<file path="src/assert_macros.svh">
// assertion helpers used by the core rtl file
// no dependencies; included inside module bodies
`ifndef ASSERT_MACROS_SVH
`define ASSERT_MACROS_SVH

// checked only while out of reset
`define BRS_ASSERT(lbl, clk, rstn, prop, msg) \
    lbl: assert property (@(posedge clk) disable iff (!rstn) prop) else $error(msg);

// checked on every rising clock edge, reset included
`define BRS_ASSERT_ALWAYS(lbl, clk, prop, msg) \
    lbl: assert property (@(posedge clk) prop) else $error(msg);

`endif

</file>
<file path="src/brs_pkg.sv">
// types, codes and defaults of the button remap sequencer
// no dependencies; used by the channel interfaces and the core
package brs_pkg;

    localparam int OP_W   = 2;
    localparam int PAD_W  = 12;
    localparam int CODE_W = 3;
    localparam int MAP_W  = 18;
    localparam int DEB_W  = 16;

    localparam int SLOT_COUNT_DEF    = 6;
    localparam int PRIMARY_SLOTS_DEF = 3;
    localparam int FACE_COUNT        = 6;
    localparam int MIRROR_OFFSET     = 3;
    localparam int MAP_SLOTS_SHOWN   = MAP_W / CODE_W;

    typedef logic [OP_W-1:0]   t_op;
    typedef logic [PAD_W-1:0]  t_pad;
    typedef logic [CODE_W-1:0] t_code;
    typedef logic [MAP_W-1:0]  t_map_word;
    typedef logic [DEB_W-1:0]  t_deb;

    localparam t_op OP_TICK        = 2'd0;
    localparam t_op OP_PAD         = 2'd1;
    localparam t_op OP_START_FULL  = 2'd2;
    localparam t_op OP_START_THREE = 2'd3;

    localparam t_code BTN_NONE = 3'd0;
    localparam t_code BTN_C    = 3'd3;

    localparam t_deb DEBOUNCE_RESET = 16'd200;

    typedef struct packed {
        logic      active;
        logic      three_button_mode;
        logic      accepted;
        t_code     slot_index;
        t_code     button_code;
        logic      finished;
        t_map_word map_word;
    } t_result;

endpackage

</file>
<file path="src/brs_channels.sv">
// valid/ready channel interfaces of the button remap sequencer
// depends on brs_pkg
interface brs_in_if;
    import brs_pkg::*;
    logic valid;
    logic ready;
    t_op  op;
    t_pad pad_buttons;
    modport source (output valid, output op, output pad_buttons, input ready);
    modport sink (input valid, input op, input pad_buttons, output ready);
endinterface

interface brs_out_if;
    import brs_pkg::*;
    logic      valid;
    logic      ready;
    logic      active;
    logic      three_button_mode;
    logic      accepted;
    t_code     slot_index;
    t_code     button_code;
    logic      finished;
    t_map_word map_word;
    modport source (
        output valid, output active, output three_button_mode, output accepted,
        output slot_index, output button_code, output finished, output map_word,
        input ready
    );
    modport sink (
        input valid, input active, input three_button_mode, input accepted,
        input slot_index, input button_code, input finished, input map_word,
        output ready
    );
endinterface

interface brs_cfg_if;
    import brs_pkg::*;
    logic valid;
    logic ready;
    t_deb data;
    modport source (output valid, output data, input ready);
    modport sink (input valid, input data, output ready);
endinterface

</file>
<file path="src/button_remap_sequencer_core.sv">
// button remap sequencer: session control, slot map and result register
// depends on brs_pkg, brs_channels and assert_macros.svh
//
// usage:
//   i_in   beats carry op and pad_buttons: tick, pad sample, start full remap,
//          start three-button remap. every beat yields exactly one result beat.
//   o_out  result beats: session flags, the assignment made (if any) and the
//          packed slot map after the beat.
//   i_cfg  write beats set the debounce tick count; always ready; the user must
//          write it only while the block is idle, which the block does not enforce.
// results are registered: the output register loads a beat's result when the beat is taken.
// throughput: one beat per cycle while o_out.ready is held high; the session state and the slot map update
//   in the cycle a beat is taken, so the next beat may follow at once.
// stall: i_in.ready follows the output register; it stays high while the
//   register is empty or being drained, so input and output advance together.
// reset: synchronous; the map clears, the session ends, the debounce count
//   returns to zero and the tick count to 200.
module button_remap_sequencer_core #(
    parameter int SLOT_COUNT    = brs_pkg::SLOT_COUNT_DEF,
    parameter int PRIMARY_SLOTS = brs_pkg::PRIMARY_SLOTS_DEF
) (
    input  logic          i_clk,
    input  logic          i_rst_n,
    brs_in_if.sink        i_in,
    brs_out_if.source     o_out,
    brs_cfg_if.sink       i_cfg
);
    import brs_pkg::*;
    `include "assert_macros.svh"

    localparam int SLOT_W  = (SLOT_COUNT > 1) ? $clog2(SLOT_COUNT) : 1;
    localparam int CNT_W   = $clog2(SLOT_COUNT + 1);
    localparam int PRIMARY = (PRIMARY_SLOTS < SLOT_COUNT) ? PRIMARY_SLOTS : SLOT_COUNT;
    localparam int SHOWN   = (SLOT_COUNT < MAP_SLOTS_SHOWN) ? SLOT_COUNT : MAP_SLOTS_SHOWN;
    localparam logic [CNT_W-1:0] PRIMARY_CNT = CNT_W'(PRIMARY);
    localparam logic [CNT_W-1:0] SLOT_CNT    = CNT_W'(SLOT_COUNT);

    t_deb              r_debounce_ticks;
    t_code             r_slot_map [SLOT_COUNT];
    t_code             n_slot_map [SLOT_COUNT];
    logic [SLOT_W-1:0] r_next_slot, n_next_slot;
    logic              r_active, n_active;
    logic              r_three, n_three;
    t_deb              r_debounce_left, n_debounce_left;
    logic              r_out_valid;
    t_result           r_res, n_res;

    logic              in_beat;
    t_code             face;
    logic              dup;
    logic              take;
    logic [CNT_W-1:0]  check_cnt;
    logic [CNT_W-1:0]  slot_plus;

    assign i_cfg.ready = 1'b1;
    assign i_in.ready  = !r_out_valid || o_out.ready;
    assign in_beat     = i_in.valid && i_in.ready;

    always_ff @(posedge i_clk) begin
        if (!i_rst_n) begin
            r_debounce_ticks <= DEBOUNCE_RESET;
        end else if (i_cfg.valid) begin
            r_debounce_ticks <= i_cfg.data;
        end
    end

    // decode the pad word: exactly one face bit, X/Y/Z refused in three-button mode
    always_comb begin
        face = BTN_NONE;
        for (int k = 0; k < FACE_COUNT; k++) begin
            if (i_in.pad_buttons == (t_pad'(1) << k)) begin
                face = CODE_W'(k + 1);
            end
        end
        if (r_three && face > BTN_C) begin
            face = BTN_NONE;
        end
    end

    always_comb begin
        check_cnt = r_three ? PRIMARY_CNT : CNT_W'(r_next_slot);
        dup = 1'b0;
        for (int i = 0; i < SLOT_COUNT; i++) begin
            if (CNT_W'(i) < check_cnt && r_slot_map[i] == face) begin
                dup = 1'b1;
            end
        end
    end

    assign take      = (i_in.op == OP_PAD) && r_active && (r_debounce_left == '0)
                       && (face != BTN_NONE) && !dup
                       && (CNT_W'(r_next_slot) < SLOT_CNT);
    assign slot_plus = CNT_W'(r_next_slot) + CNT_W'(1);

    always_comb begin
        n_slot_map      = r_slot_map;
        n_next_slot     = r_next_slot;
        n_active        = r_active;
        n_three         = r_three;
        n_debounce_left = r_debounce_left;
        n_res           = '0;

        unique case (i_in.op)
            OP_TICK: begin
                if (r_debounce_left != '0) begin
                    n_debounce_left = r_debounce_left - t_deb'(1);
                end
            end
            OP_PAD: begin
                if (take) begin
                    n_res.accepted    = 1'b1;
                    n_res.slot_index  = CODE_W'(r_next_slot);
                    n_res.button_code = face;
                    for (int i = 0; i < SLOT_COUNT; i++) begin
                        if (i == int'(r_next_slot)) begin
                            n_slot_map[i] = face;
                        end
                        // three-button mode mirrors A/B/C as X/Y/Z further up
                        if (r_three && face <= BTN_C
                                && i == int'(r_next_slot) + MIRROR_OFFSET) begin
                            n_slot_map[i] = face + CODE_W'(MIRROR_OFFSET);
                        end
                    end
                    if (slot_plus >= (r_three ? PRIMARY_CNT : SLOT_CNT)) begin
                        n_res.finished = 1'b1;
                        n_active       = 1'b0;
                        n_three        = 1'b0;
                        n_next_slot    = '0;
                    end else begin
                        n_next_slot     = SLOT_W'(slot_plus);
                        n_debounce_left = r_debounce_ticks;
                    end
                end
            end
            OP_START_FULL, OP_START_THREE: begin
                for (int i = 0; i < SLOT_COUNT; i++) begin
                    n_slot_map[i] = BTN_NONE;
                end
                n_next_slot     = '0;
                n_active        = 1'b1;
                n_three         = (i_in.op == OP_START_THREE);
                n_debounce_left = '0;
            end
            default: ;
        endcase

        n_res.active            = n_active;
        n_res.three_button_mode = n_three;
        for (int i = 0; i < SHOWN; i++) begin
            n_res.map_word[i*CODE_W +: CODE_W] = n_slot_map[i];
        end
    end

    always_ff @(posedge i_clk) begin
        if (!i_rst_n) begin
            for (int i = 0; i < SLOT_COUNT; i++) begin
                r_slot_map[i] <= BTN_NONE;
            end
            r_next_slot     <= '0;
            r_active        <= 1'b0;
            r_three         <= 1'b0;
            r_debounce_left <= '0;
            r_out_valid     <= 1'b0;
        end else begin
            if (in_beat) begin
                r_slot_map      <= n_slot_map;
                r_next_slot     <= n_next_slot;
                r_active        <= n_active;
                r_three         <= n_three;
                r_debounce_left <= n_debounce_left;
                r_out_valid     <= 1'b1;
            end else if (o_out.ready) begin
                r_out_valid <= 1'b0;
            end
        end
    end

    always_ff @(posedge i_clk) begin
        if (in_beat) begin
            r_res <= n_res;
        end
    end

    assign o_out.valid             = r_out_valid;
    assign o_out.active            = r_res.active;
    assign o_out.three_button_mode = r_res.three_button_mode;
    assign o_out.accepted          = r_res.accepted;
    assign o_out.slot_index        = r_res.slot_index;
    assign o_out.button_code       = r_res.button_code;
    assign o_out.finished          = r_res.finished;
    assign o_out.map_word          = r_res.map_word;

    `BRS_ASSERT(a_debounce_in_session, i_clk, i_rst_n, (r_debounce_left != '0) |-> r_active, "debounce running outside a session")
    `BRS_ASSERT(a_idle_clean, i_clk, i_rst_n, !r_active |-> (r_next_slot == '0 && !r_three), "idle state not cleared")
    `BRS_ASSERT(a_slot_range, i_clk, i_rst_n, CNT_W'(r_next_slot) < SLOT_CNT, "next slot beyond the map")
    `BRS_ASSERT(a_finish_ends, i_clk, i_rst_n, (r_out_valid && r_res.finished) |-> (r_res.accepted && !r_res.active), "finish without closing the session")
    `BRS_ASSERT(a_accept_code, i_clk, i_rst_n, (r_out_valid && r_res.accepted) |-> (r_res.button_code != BTN_NONE), "assignment without a button")

endmodule

</file>
<file path="src/flat_wrapper.sv">
// flat-port wrapper written by rule: the top's interface ports become plain ports
module button_remap_sequencer_core_flat import brs_pkg::*;
#(
    parameter int SLOT_COUNT    = brs_pkg::SLOT_COUNT_DEF,
    parameter int PRIMARY_SLOTS = brs_pkg::PRIMARY_SLOTS_DEF
)
  (i_clk, i_rst_n, i_in_valid, i_in_op, i_in_pad_buttons, i_in_ready, o_out_valid, o_out_active, o_out_three_button_mode, o_out_accepted, o_out_slot_index, o_out_button_code, o_out_finished, o_out_map_word, o_out_ready, i_cfg_valid, i_cfg_data, i_cfg_ready);
  brs_in_if i_in_i ();
  brs_out_if o_out_i ();
  brs_cfg_if i_cfg_i ();
  input  logic i_clk;
  input  logic i_rst_n;
  input wire logic [$bits(i_in_i.valid)-1:0] i_in_valid;
  input wire logic [$bits(i_in_i.op)-1:0] i_in_op;
  input wire logic [$bits(i_in_i.pad_buttons)-1:0] i_in_pad_buttons;
  output wire logic [$bits(i_in_i.ready)-1:0] i_in_ready;
  output wire logic [$bits(o_out_i.valid)-1:0] o_out_valid;
  output wire logic [$bits(o_out_i.active)-1:0] o_out_active;
  output wire logic [$bits(o_out_i.three_button_mode)-1:0] o_out_three_button_mode;
  output wire logic [$bits(o_out_i.accepted)-1:0] o_out_accepted;
  output wire logic [$bits(o_out_i.slot_index)-1:0] o_out_slot_index;
  output wire logic [$bits(o_out_i.button_code)-1:0] o_out_button_code;
  output wire logic [$bits(o_out_i.finished)-1:0] o_out_finished;
  output wire logic [$bits(o_out_i.map_word)-1:0] o_out_map_word;
  input wire logic [$bits(o_out_i.ready)-1:0] o_out_ready;
  input wire logic [$bits(i_cfg_i.valid)-1:0] i_cfg_valid;
  input wire logic [$bits(i_cfg_i.data)-1:0] i_cfg_data;
  output wire logic [$bits(i_cfg_i.ready)-1:0] i_cfg_ready;
  assign i_in_i.valid = i_in_valid;
  assign i_in_i.op = i_in_op;
  assign i_in_i.pad_buttons = i_in_pad_buttons;
  assign i_in_ready = i_in_i.ready;
  assign o_out_valid = o_out_i.valid;
  assign o_out_active = o_out_i.active;
  assign o_out_three_button_mode = o_out_i.three_button_mode;
  assign o_out_accepted = o_out_i.accepted;
  assign o_out_slot_index = o_out_i.slot_index;
  assign o_out_button_code = o_out_i.button_code;
  assign o_out_finished = o_out_i.finished;
  assign o_out_map_word = o_out_i.map_word;
  assign o_out_i.ready = o_out_ready;
  assign i_cfg_i.valid = i_cfg_valid;
  assign i_cfg_i.data = i_cfg_data;
  assign i_cfg_ready = i_cfg_i.ready;
  button_remap_sequencer_core #(.SLOT_COUNT(SLOT_COUNT), .PRIMARY_SLOTS(PRIMARY_SLOTS)) u_core (.i_clk(i_clk), .i_rst_n(i_rst_n), .i_in(i_in_i), .o_out(o_out_i), .i_cfg(i_cfg_i));
endmodule
</file>
<file path="config.mk">
export PLATFORM = sky130hd
export DESIGN_NAME = button_remap_sequencer_core_flat
export DESIGN_NICKNAME = d
export VERILOG_FILES = /design/src/brs_pkg.sv /design/src/brs_channels.sv /design/src/button_remap_sequencer_core.sv /design/src/flat_wrapper.sv
export VERILOG_INCLUDE_DIRS = /design/src /design/src/src
export SDC_FILE = /design/constraint.sdc
export NUM_CORES = 1
export LEC_CHECK = 0
export ABC_AREA = 0
export BUFFER_PORTS_ARGS = -buffer_cell sky130_fd_sc_hd__buf_4
export CAP_MARGIN = 20
export CORE_AREA = 2 2 103 105
export CTS_BUF_LIST = sky130_fd_sc_hd__clkbuf_16
export DETAILED_ROUTE_END_ITERATION = 8
export DIE_AREA = 0 0 105 107
export GPL_ROUTABILITY_DRIVEN = 0
export PLACE_DENSITY_LB_ADDON = 0.25
export SETUP_SLACK_MARGIN = 0.1
export SLEW_MARGIN = 20
export SYNTH_ARGS = -nofsm -noshare
export SYNTH_HDL_FRONTEND = slang
export SYNTH_SLANG_ARGS = --single-unit
</file>
<file path="constraint.sdc">
create_clock -name i_clk -period 6.7 [get_ports i_clk]
set_input_delay 0.335 -clock i_clk [delete_from_list [all_inputs] [get_ports i_clk]]
set_output_delay 0.335 -clock i_clk [all_outputs]
set_load 0.05 [all_outputs]
</file>
Word level (Yosys, flattened, before mapping) --
Cells that the tools add are included.
Storage, ports and cells: register bits 84, bits of input ports 35, word-level logic and storage cells 142
Cells by class: add/sub/neg operators 4, magnitude comparators 10, eq/ne operators 28, mux-type cells 46, reductions and logical operators 35
Operator list (number):
- $eq A3 B32 Y1 const A | 2
- $eq A4 B32 Y1 const A | 2
- $mux W3 | 20
- $mux W16 | 3
- $pmux W16 S3 | 1
- $pmux W18 S2 | 1
- $eq A2 B32 Y1 const A | 1
- $logic_not A32 Y1 | 1
- $logic_and A1 B1 Y1 | 20
- $eq A3 B3 Y1 | 6
- $mux W18 | 1
- $logic_not A16 Y1 | 1
- $reduce_bool A16 Y1 | 1
- $sub A16 B1 Y16 const B | 1
- $mux W1 | 14
- $eq A12 B1 Y1 const B | 1
- $eq A12 B2 Y1 const B | 1
- $eq A12 B3 Y1 const B | 1
- $eq A12 B4 Y1 const B | 1
- $eq A12 B5 Y1 const B | 1
- $eq A12 B6 Y1 const B | 1
- $eq A3 B3 Y1 const A | 4
- $mux W8 | 1
- $lt A1 B3 Y1 const A | 2
- other kinds (27) | 35

Depth between registers and ports, before layout --
Gate-level depths: netlist of the first run.
word-level depth 23, gate-level depth with buffers 14

Worst setup path before layout of the first run --
OpenSTA, ideal clock, no wires.
kind input port to flip-flop, start input port i_in_pad_buttons[9], end register u_core.r_res, in the netlist u_core.o_out.map_word[9] (data pin), data arrival time 3072 ps, data required time 6444 ps, setup slack 3372 ps, stages 11, buffers on the path 1, path through nor4_2 nand2_1 or4b_2 ha_1 ha_1 nor4b_1 o2111a_2 and2_1 buf_4 a21oi_1 a22o_1
RTL lines:
- start, declared | line flat_wrapper.sv:15 | input wire logic [$bits(i_in_i.pad_buttons)-1:0] i_in_pad_buttons;
- end signal, assigned | line button_remap_sequencer_core.sv:180 | r_res <= n_res;
- end, declared | line button_remap_sequencer_core.sv:46 | t_result r_res, n_res;

==> results of run 1 <==
==> synthesized netlist by cell type (3+ instances only) <==
cell / count
nand2_1: 76
dfxtp_1: 56
nor2_1: 55
o21ai_0: 40
mux2i_1: 32
edfxtp_1: 28
inv_1: 26
a21oi_1: 25
a22o_1: 18
clkbuf_1: 17
nor3_1: 15
ha_1: 13
o211ai_1: 12
xnor2_1: 12
nand3_1: 11
a32o_1: 10
nor4_1: 7
or3_1: 7
or4_1: 7
nand4_1: 6
a21o_1: 4
a22oi_1: 4
and3_1: 4
buf_6: 4
nand2b_1: 4
xor2_1: 4
a211oi_1: 3
buf_1: 3
buf_2: 3
buf_4: 3
clkinv_1: 3
o31ai_1: 3
==> cell type report <==
type / count / area (um2) / share of cell area
multi-input cells: 419 / 2690 / 0.473
flip-flops and latches: 84 / 1960 / 0.345
repair buffers: 65 / 488 / 0.0858
clock buffers: 9 / 225 / 0.0396
well taps: 136 / 170 / 0.0299
inverters: 29 / 109 / 0.0191
clock inverters: 7 / 47.5 / 0.00836
==> routing by layer <==
metal / vias up / global-route usage / part of all wire / wire length, um
met5: - / 0 / 0 / 0
met4: 0 / 0.0914 / 0.024 / 296
met3: 30 / 0.0371 / 0.056 / 681
met2: 165 / 0.398 / 0.51 / 6210
met1: 2110 / 0.279 / 0.41 / 4960
li1: 2137 / - / - / -
==> state kept, by name, summed over array words and instances (netlist names) <==
register,cells
u_core.o_out.map_word,18
u_core.r_slot_map,18
u_core.r_debounce_left,16
u_core.r_debounce_ticks,16
u_core.o_out.button_code,3
u_core.o_out.slot_index,3
u_core.r_next_slot,3
u_core.o_out.accepted,1
u_core.o_out.active,1
u_core.o_out.finished,1
u_core.o_out.three_button_mode,1
u_core.o_out.valid,1
u_core.r_active,1
u_core.r_three,1
==> how the worst max path moves through the flow <==
stage | slack (ns) | depth (start not counted) | end
2_1_floorplan | 3.37 | 11 | u_core.o_out.map_word[9]
3_3_place_gp | 2.38 | 11 | u_core.o_out.map_word[9]
3_5_place_dp | 2.25 | 11 | u_core.o_out.map_word[9]
4_1_cts | 2.44 | 10 | u_core.o_out.map_word[9]
5_1_grt | 2.51 | 10 | u_core.o_out.map_word[9]
6_report | 2.81 | 10 | u_core.o_out.map_word[9]
==> per-stage QoR <==
stage / util / cells / worst slack [ns]
2_1_floorplan: - / 562 / 3.37
3_3_place_gp: 0.537 / 733 / 2.38
3_5_place_dp: 0.537 / 733 / 2.25
4_1_cts: 0.564 / 749 / 2.44
5_1_grt: 0.564 / 749 / 2.51
6_report: 0.564 / 749 / 2.81
==> worst min-delay path, stage by stage <==
cell,delay [ns]
buf_4,0.07
mux2i_1,0.05
nand2_1,0.06
==> power by group <==
| group | total (mW) | leakage, nW | switching, mW | internal, mW |
|---|---|---|---|---|
| combinational | 0.197 | 1.43 | 0.128 | 0.0695 |
| clock | 0.467 | 0.134 | 0.215 | 0.253 |
| sequential | 0.560 | 0.739 | 0.0138 | 0.546 |
| total | 1.22 | 2.30 | 0.356 | 0.868 |
==> cells by family after synthesis <==
family	after synthesis	synth area share
DFF	84	0.399
muxes	33	0.0674
AOI/OAI and AO/OA	144	0.206
xor gates and xnor gates	16	0.0285
adders and majority gates	13	0.0331
and+or+nand+nor	212	0.211
buffers and inverters	59	0.0542
other	1	0.000763
==> metrics.txt, run 1 <==
Top Family by Delay on Critical Path=simple AND/OR/NAND/NOR gates; clock sink count=84; worst path buffer plus inverter count=1; antenna violations before repair=0; final WL=12200 um; syn nets=610; library cells used by synthesis=65; maxcap violations=0; Reg clk slew, reported paths=0.07 ns; Crit-path slowest cell=or4b_2; worst path arrival time=between 3 and 4 ns; sum of negative setup slack=0 ns; CP required=between 6 and 7 ns; critical path cell sequence=inv_1, nor3b_4, or4b_2, ha_1, ha_1, nor4b_1, o2111a_2, and2_2, a21oi_1, a22o_1; Yosys warnings=0; Post-synth EDFFs=28; GRT Total Usage=0.227; initial drt markers=226; Hold Crit Start=i_cfg_data[7]; CTS root buffer=clkbuf_16; final net count=~660; Worst Max-Slew Pin Slew=around 1 ns; routed vias=approximately 4400; commonest non-fill, non-tap cell in the layout=nand2_1; WHS Path Cells=3; r2r endpoint=u_core.o_out.map_word[9]; critical path launch point type=flop; flops & latches, synth=84; vias per inst=5.93; share of cells above drive strength 1=0.163; largest area contributor in the netlist=dfxtp_1; first-pass GRT wire length=20700 um; Die H=roughly 110 um; Clock Tree Buf Depth=2; design area=5690 um2; count of final setup violators=0; slew margin rel.=0.323; DIE WIDTH=between 100 and 150 um; port buffer count=64; Resized cells post-CTS=0; effective utilization at floorplan=0.487; Synth area leaders=dfxtp_1 23%, edfxtp_1 17%, mux2i_1 6.5%; DP Area=5420 um2; Critical path origin=u_core.r_three; fmax=~0.26 GHz; WHS=0.206 ns; VDD IR max=0.106 mV; I/O Pins=66; core area=around 10000 um2; Setup Fix Bufs, Post-CTS=0; crit-path max cell delay=approximately 0.66 ns; vias in the first global route=roughly 4300; most frequent cells in the layout=76 x nand2_1, 65 x buf_4, 56 x dfxtp_1; DPL Wire Length=between 8000 and 9000 um; largest net degree at the start of global routing=36; CTS HTree Levels=3; Routed Antenna Nets=0; worst min path class=in2reg; asr flop ratio synth=0; # hold bufs at CTS=0; DR pass1 iterations=4; gr ovfl total=0; share of the synthesized area in the top cell type=0.228; CTS tree=done; CTS buffer count=9; R2R depth=10; most used cell along the critical path=ha_1; Reg-to-Reg Start=u_core.r_three; crit share post-route=0.581; Synth-to-Final Area Change=15.8%; main flop type after synthesis=dfxtp_1; Skew-Pair Late Insertion Delay=0.35 ns; ratio of total power to cell area=roughly 220 nW/um2; Gate Count Post-Synth=between 500 and 600; CP max FO=26; Tmin final=between 3 and 4 ns; Critical Path End Type=flop; Worst Skew=0.0111 ns; outcome=complete, no violations; Static Leakage=2.30 nW; RSZ-0062 raised after global routing=no; # rows=37; DR DRC count=0; area of the mapped netlist=4920 um2; R2R setup slack=about 2.8 ns; die area=11200 um2; crit path kind=reg2reg; total power=1.22 mW; WHS Endpoint=u_core.r_debounce_ticks[7]; FILL cells=958; Routed wire per std cell=16.2 um; diodes inserted=0; Seq/Total Area, Yosys=0.399; Max Transition Viols Final=0; Mapped Avg Cell Area=8.75 um2; Final Hold Viols=0
(Power assumes the default switching activity.)
==> inputs of run 2 (changes only) <==
==> constraint.sdc (replaced) <==
create_clock -name i_clk -period 3.4 [get_ports i_clk]
set_input_delay 0.17 -clock i_clk [delete_from_list [all_inputs] [get_ports i_clk]]
set_output_delay 0.17 -clock i_clk [all_outputs]
set_load 0.05 [all_outputs]
==> metrics.txt, run 2 (synthesis results as in run 1) <==
share of cells above drive strength 1=0.215; ratio of total power to cell area=roughly 420 nW/um2; Final Hold Viols=0; gr ovfl total=0; Worst Max-Slew Pin Slew=0.851 ns; CTS HTree Levels=3; worst path buffer plus inverter count=2; Critical Path End Type=flop; fmax=0.315 GHz; crit share post-route=0.934; initial drt markers=209; effective utilization at floorplan=0.487; VDD IR max=around 0.22 mV; antenna violations before repair=0; diodes inserted=0; design area=6030 um2; Crit-path slowest cell=or4b_2; DIE WIDTH=105 um; Routed Antenna Nets=0; critical path cell sequence=inv_1, nor3b_4, or4b_2, ha_1, ha_1, nor4b_2, o2111a_2, buf_12, and2_1, a21oi_1, a22o_1; first-pass GRT wire length=20400 um; crit-path max cell delay=about 0.63 ns; FILL cells=between 900 and 1000; Reg clk slew, reported paths=0.07 ns; RSZ-0062 raised after global routing=no; DPL Wire Length=9020 um; count of final setup violators=0; clock sink count=84; # rows=37; crit path kind=reg2reg; Setup WS post-layout=0.225 ns; sum of negative setup slack=0 ns; DR DRC count=0; die area=11200 um2; routed vias=4571; Clock Tree Buf Depth=2; worst path arrival time=around 3.3 ns; WHS=0.0331 ns; worst slack at placement=-0.251 ns; CTS root buffer=clkbuf_16; core area=roughly 10000 um2; vias per inst=5.85; CP max FO=5; final net count=689; vias in the first global route=4382; Routed wire per std cell=about 16 um; most used cell along the critical path=ha_1; outcome=complete, no violations; maxcap violations=0; CP required=between 3 and 4 ns; DP Area=5700 um2; GRT Total Usage=0.226; most frequent cells in the layout=94 x buf_4, 76 x nand2_1, 56 x dfxtp_1; critical path launch point type=flop; commonest non-fill, non-tap cell in the layout=buf_4; Tmin final=3.18 ns; DR pass1 iterations=5; final WL=12400 um; total power=2.51 mW; CTS buffer count=9; Synth-to-Final Area Change=22.6%; Max Transition Viols Final=0; Static Leakage=2.49 nW; Die H=between 100 and 150 um; CTS tree=done; Top Family by Delay on Critical Path=simple AND/OR/NAND/NOR gates; Skew-Pair Late Insertion Delay=0.35 ns; slew margin rel.=0.429; largest net degree at the start of global routing=35; Worst Skew=slightly below 0.01 ns; worst min path class=in2reg; port buffer count=64; Setup Fix Bufs, Post-CTS=0; I/O Pins=between 60 and 70
## run 2: cell types whose count changed in the layout (fill, tap and decap cells not counted), sizes merged
cell / before / now
inv: 30 / 27
buf: 65 / 98
clkinvlp: 1 / 0
clkinv: 5 / 7
clkbuf: 9 / 11
## run 2: final cells by class
class / instances / area (um2) / share of cell area
clock buffers: 11 / 275 / 0.0457
clock inverters: 5 / 28.8 / 0.00478
inverters: 29 / 110 / 0.0183
multi-input cells: 419 / 2700 / 0.449
flip-flops and latches: 84 / 1960 / 0.326
well taps: 136 / 170 / 0.0282
repair buffers: 98 / 777 / 0.129
## run 2: through the flow
step / instances / util
floorplan: 562 / -
global placement: 766 / 0.565
detailed placement: 766 / 0.565
CTS: 782 / 0.595
global route: 782 / 0.597
finish: 782 / 0.597
## run 2: power breakdown
group / leakage (nW) / internal, mW / switching [mW] / total [mW]
sequential: 0.739 / 1.08 / 0.0232 / 1.10
clock: 0.156 / 0.581 / 0.405 / 0.986
combinational: 1.60 / 0.163 / 0.264 / 0.427
total: 2.49 / 1.82 / 0.693 / 2.51
## run 2: worst min-delay path, stage by stage
cell,delay (ns)
buf_4,0.08
mux2i_1,0.05
nand2_1,0.06
## run 2: routing by layer
metal | wire length [um] | up-vias | GRT usage
met4 | 356 | 0 | 0.106
met1 | 5070 | 2186 | 0.255
met3 | 630 | 36 | 0.0413
met5 | 0 | - | 0
li1 | - | 2206 | -
met2 | 6380 | 143 | 0.410
## run 2: path summary, 6_finish.rpt
path	depth (start not counted)	endpoint	start	slack [ns]
worst min-delay path	3	u_core.r_debounce_ticks[7]	i_cfg_data[7]	0.03
worst max register to register	11	u_core.o_out.map_word[9]	u_core.r_three	0.22
worst min register to register	2	u_core.r_debounce_ticks[3]	u_core.r_debounce_ticks[3]	0.48
worst max-delay path	11	u_core.o_out.map_word[9]	u_core.r_three	0.22
## run 2: what timing repair did
item,in CTS,in global routing
gates resized for setup,1,4
endpoints found under the setup margin,2,31
hold buffers,0,0
gates cloned,0,0
==> inputs of run 3 (changes only) <==
--- a/config.mk
+++ b/config.mk
@@ -9,10 +9,11 @@
 export ABC_AREA = 0
 export BUFFER_PORTS_ARGS = -buffer_cell sky130_fd_sc_hd__buf_4
 export CAP_MARGIN = 20
-export CORE_AREA = 2 2 103 105
+export CORE_AREA = 2 2 92 116
 export CTS_BUF_LIST = sky130_fd_sc_hd__clkbuf_16
+export CTS_CLUSTER_DIAMETER = 100
 export DETAILED_ROUTE_END_ITERATION = 8
-export DIE_AREA = 0 0 105 107
+export DIE_AREA = 0 0 94 118
 export GPL_ROUTABILITY_DRIVEN = 0
 export PLACE_DENSITY_LB_ADDON = 0.25
 export SETUP_SLACK_MARGIN = 0.1
==> metrics.txt, run 3 (synthesis results as in run 1) <==
Skew-Pair Late Insertion Delay=0.34 ns; Worst Skew=0.00625 ns; DR DRC count=0; clock network power share=0.363; final WL=12800 um; commonest non-fill, non-tap cell in the layout=buf_4; most used cell along the critical path=ha_1; vias per inst=5.86; RSZ-0062 raised after global routing=no; # hold bufs at CTS=0; DPL Wire Length=just over 9000 um; share of cells above drive strength 1=0.207; GRT Total Usage=0.234; slew margin rel.=0.368; count of final setup violators=0; routed vias=4512; R2R setup slack=0.24 ns; design area=5920 um2; CTS HTree Levels=3; Worst Max-Slew Pin Slew=0.941 ns; outcome=complete, no violations; Routed wire per std cell=16.7 um; clock sink count=84; CP max FO=12; die area=roughly 11000 um2; critical path cell sequence=inv_2, nor3b_4, or4b_2, ha_1, ha_1, nor4b_2, o2111a_2, and2_2, buf_4, o21ai_0; first-pass GRT wire length=20700 um; DIE WIDTH=94 um; vias in the first global route=4321; Top Family by Delay on Critical Path=simple AND/OR/NAND/NOR gates; worst path arrival time=3.24 ns; CTS tree=done; fmax=between 0.3 and 0.4 GHz; Final Hold Viols=0; Logic pwr share=0.177; CTS buffer count=9; port buffer count=64; Crit-path slowest cell=or4b_2; worst path buffer plus inverter count=2; VDD IR max=~0.32 mV; crit share post-route=0.930; # rows=41; ratio of total power to cell area=around 400 nW/um2; most frequent cells in the layout=91 x buf_4, 76 x nand2_1, 56 x dfxtp_1; crit-path max cell delay=approximately 0.66 ns; sw frac=0.283; CTS root buffer=clkbuf_16; sequential power share=0.460; core area=between 10000 and 15000 um2; diodes inserted=0; maxcap violations=0; Static Leakage=2.46 nW; effective utilization at floorplan=0.491; Routed Antenna Nets=0; critical path launch point type=flop; Hold Crit Start=i_cfg_data[6]; final net count=684; Clock Tree Buf Depth=2; Setup Fix Bufs, Post-CTS=0; P_int=1.71 mW; Tmin final=3.16 ns; Reg-to-Reg Start=u_core.r_three; worst min path class=in2reg; Reg clk slew, reported paths=0.06 ns; antenna violations before repair=0; NetSw=0.676 mW; Critical Path End Type=flop; initial drt markers=299; WHS Endpoint=u_core.r_debounce_ticks[6]; CP required=3.48 ns; R2R depth=10; sum of negative setup slack=0 ns; largest net degree at the start of global routing=34; Max Transition Viols Final=0; DP Area=5640 um2; r2r endpoint=u_core.o_out.map_word[6]; DR pass1 iterations=5; Synth-to-Final Area Change=20.5%; Die H=118 um; I/O Pins=66; gr ovfl total=0; crit path kind=reg2reg; WHS Path Cells=3
run 3: through the flow:
step	power, mW	utilization	hold slack (ns)	cells	worst slack [ns]
final	2.39	0.592	0.0449	770	0.236
after CTS	2.40	0.591	0.0378	770	0.173
after global placement	1.53	0.564	0.385	754	-0.215
after global routing	2.48	0.592	0.0634	770	0.106
after detailed placement	1.53	0.564	0.392	754	-0.326
after floorplan	1.40	-	0.298	562	0.237
run 3: layer usage:
metal / part of all wire / GRT usage
met2: 0.53 / 0.419
met4: 0.034 / 0.102
met1: 0.39 / 0.261
met5: 0 / 0
met3: 0.046 / 0.0487
run 3: repair_timing:
item / CTS / global route
pin swaps: 1 / 0
resized for setup: 3 / 4
endpoints found under the setup margin: 26 / 19
cloned: 0 / 0
run 3: worst max path at each step:
stage	start	endpoint	slack [ns]	cells after the start
after floorplan	i_in_pad_buttons[9]	u_core.o_out.map_word[9]	0.24	11
after detailed placement	i_in_pad_buttons[9]	u_core.r_debounce_left[3]	-0.33	11
after CTS	u_core.r_three	u_core.o_out.map_word[6]	0.17	10
after global routing	u_core.r_three	u_core.o_out.map_word[3]	0.11	10
final	u_core.r_three	u_core.o_out.map_word[6]	0.24	10
after global placement	i_in_pad_buttons[9]	u_core.r_debounce_left[3]	-0.22	11
run 3: final cells by class:
class,count,area [um2]
clock inverter,7,31.3
tap,129,161
fill,938,4080
clock buffer,9,225
multi-input combinational,419,2710
inverter,29,110
sequential,84,1960
timing repair buffer,93,723
run 3: power by group through the flow:
stage | clock [mW] | sequential, mW | combinational [mW]
detailed placement | 0 | 1.12 | 0.413
CTS | 0.879 | 1.10 | 0.417
floorplan | 0 | 1.17 | 0.225
global placement | 0 | 1.12 | 0.407
global route | 0.918 | 1.10 | 0.455
finish | 0.868 | 1.10 | 0.422
run 3: worst reg2reg max path: stages (launching register included):
cell and delay, ns:
dfxtp_1 0.32, inv_2 0.14, nor3b_4 0.08, or4b_2 0.66
ha_1 0.23, ha_1 0.20, nor4b_2 0.32, o2111a_2 0.35
and2_2 0.24, buf_4 0.24, o21ai_0 0.14
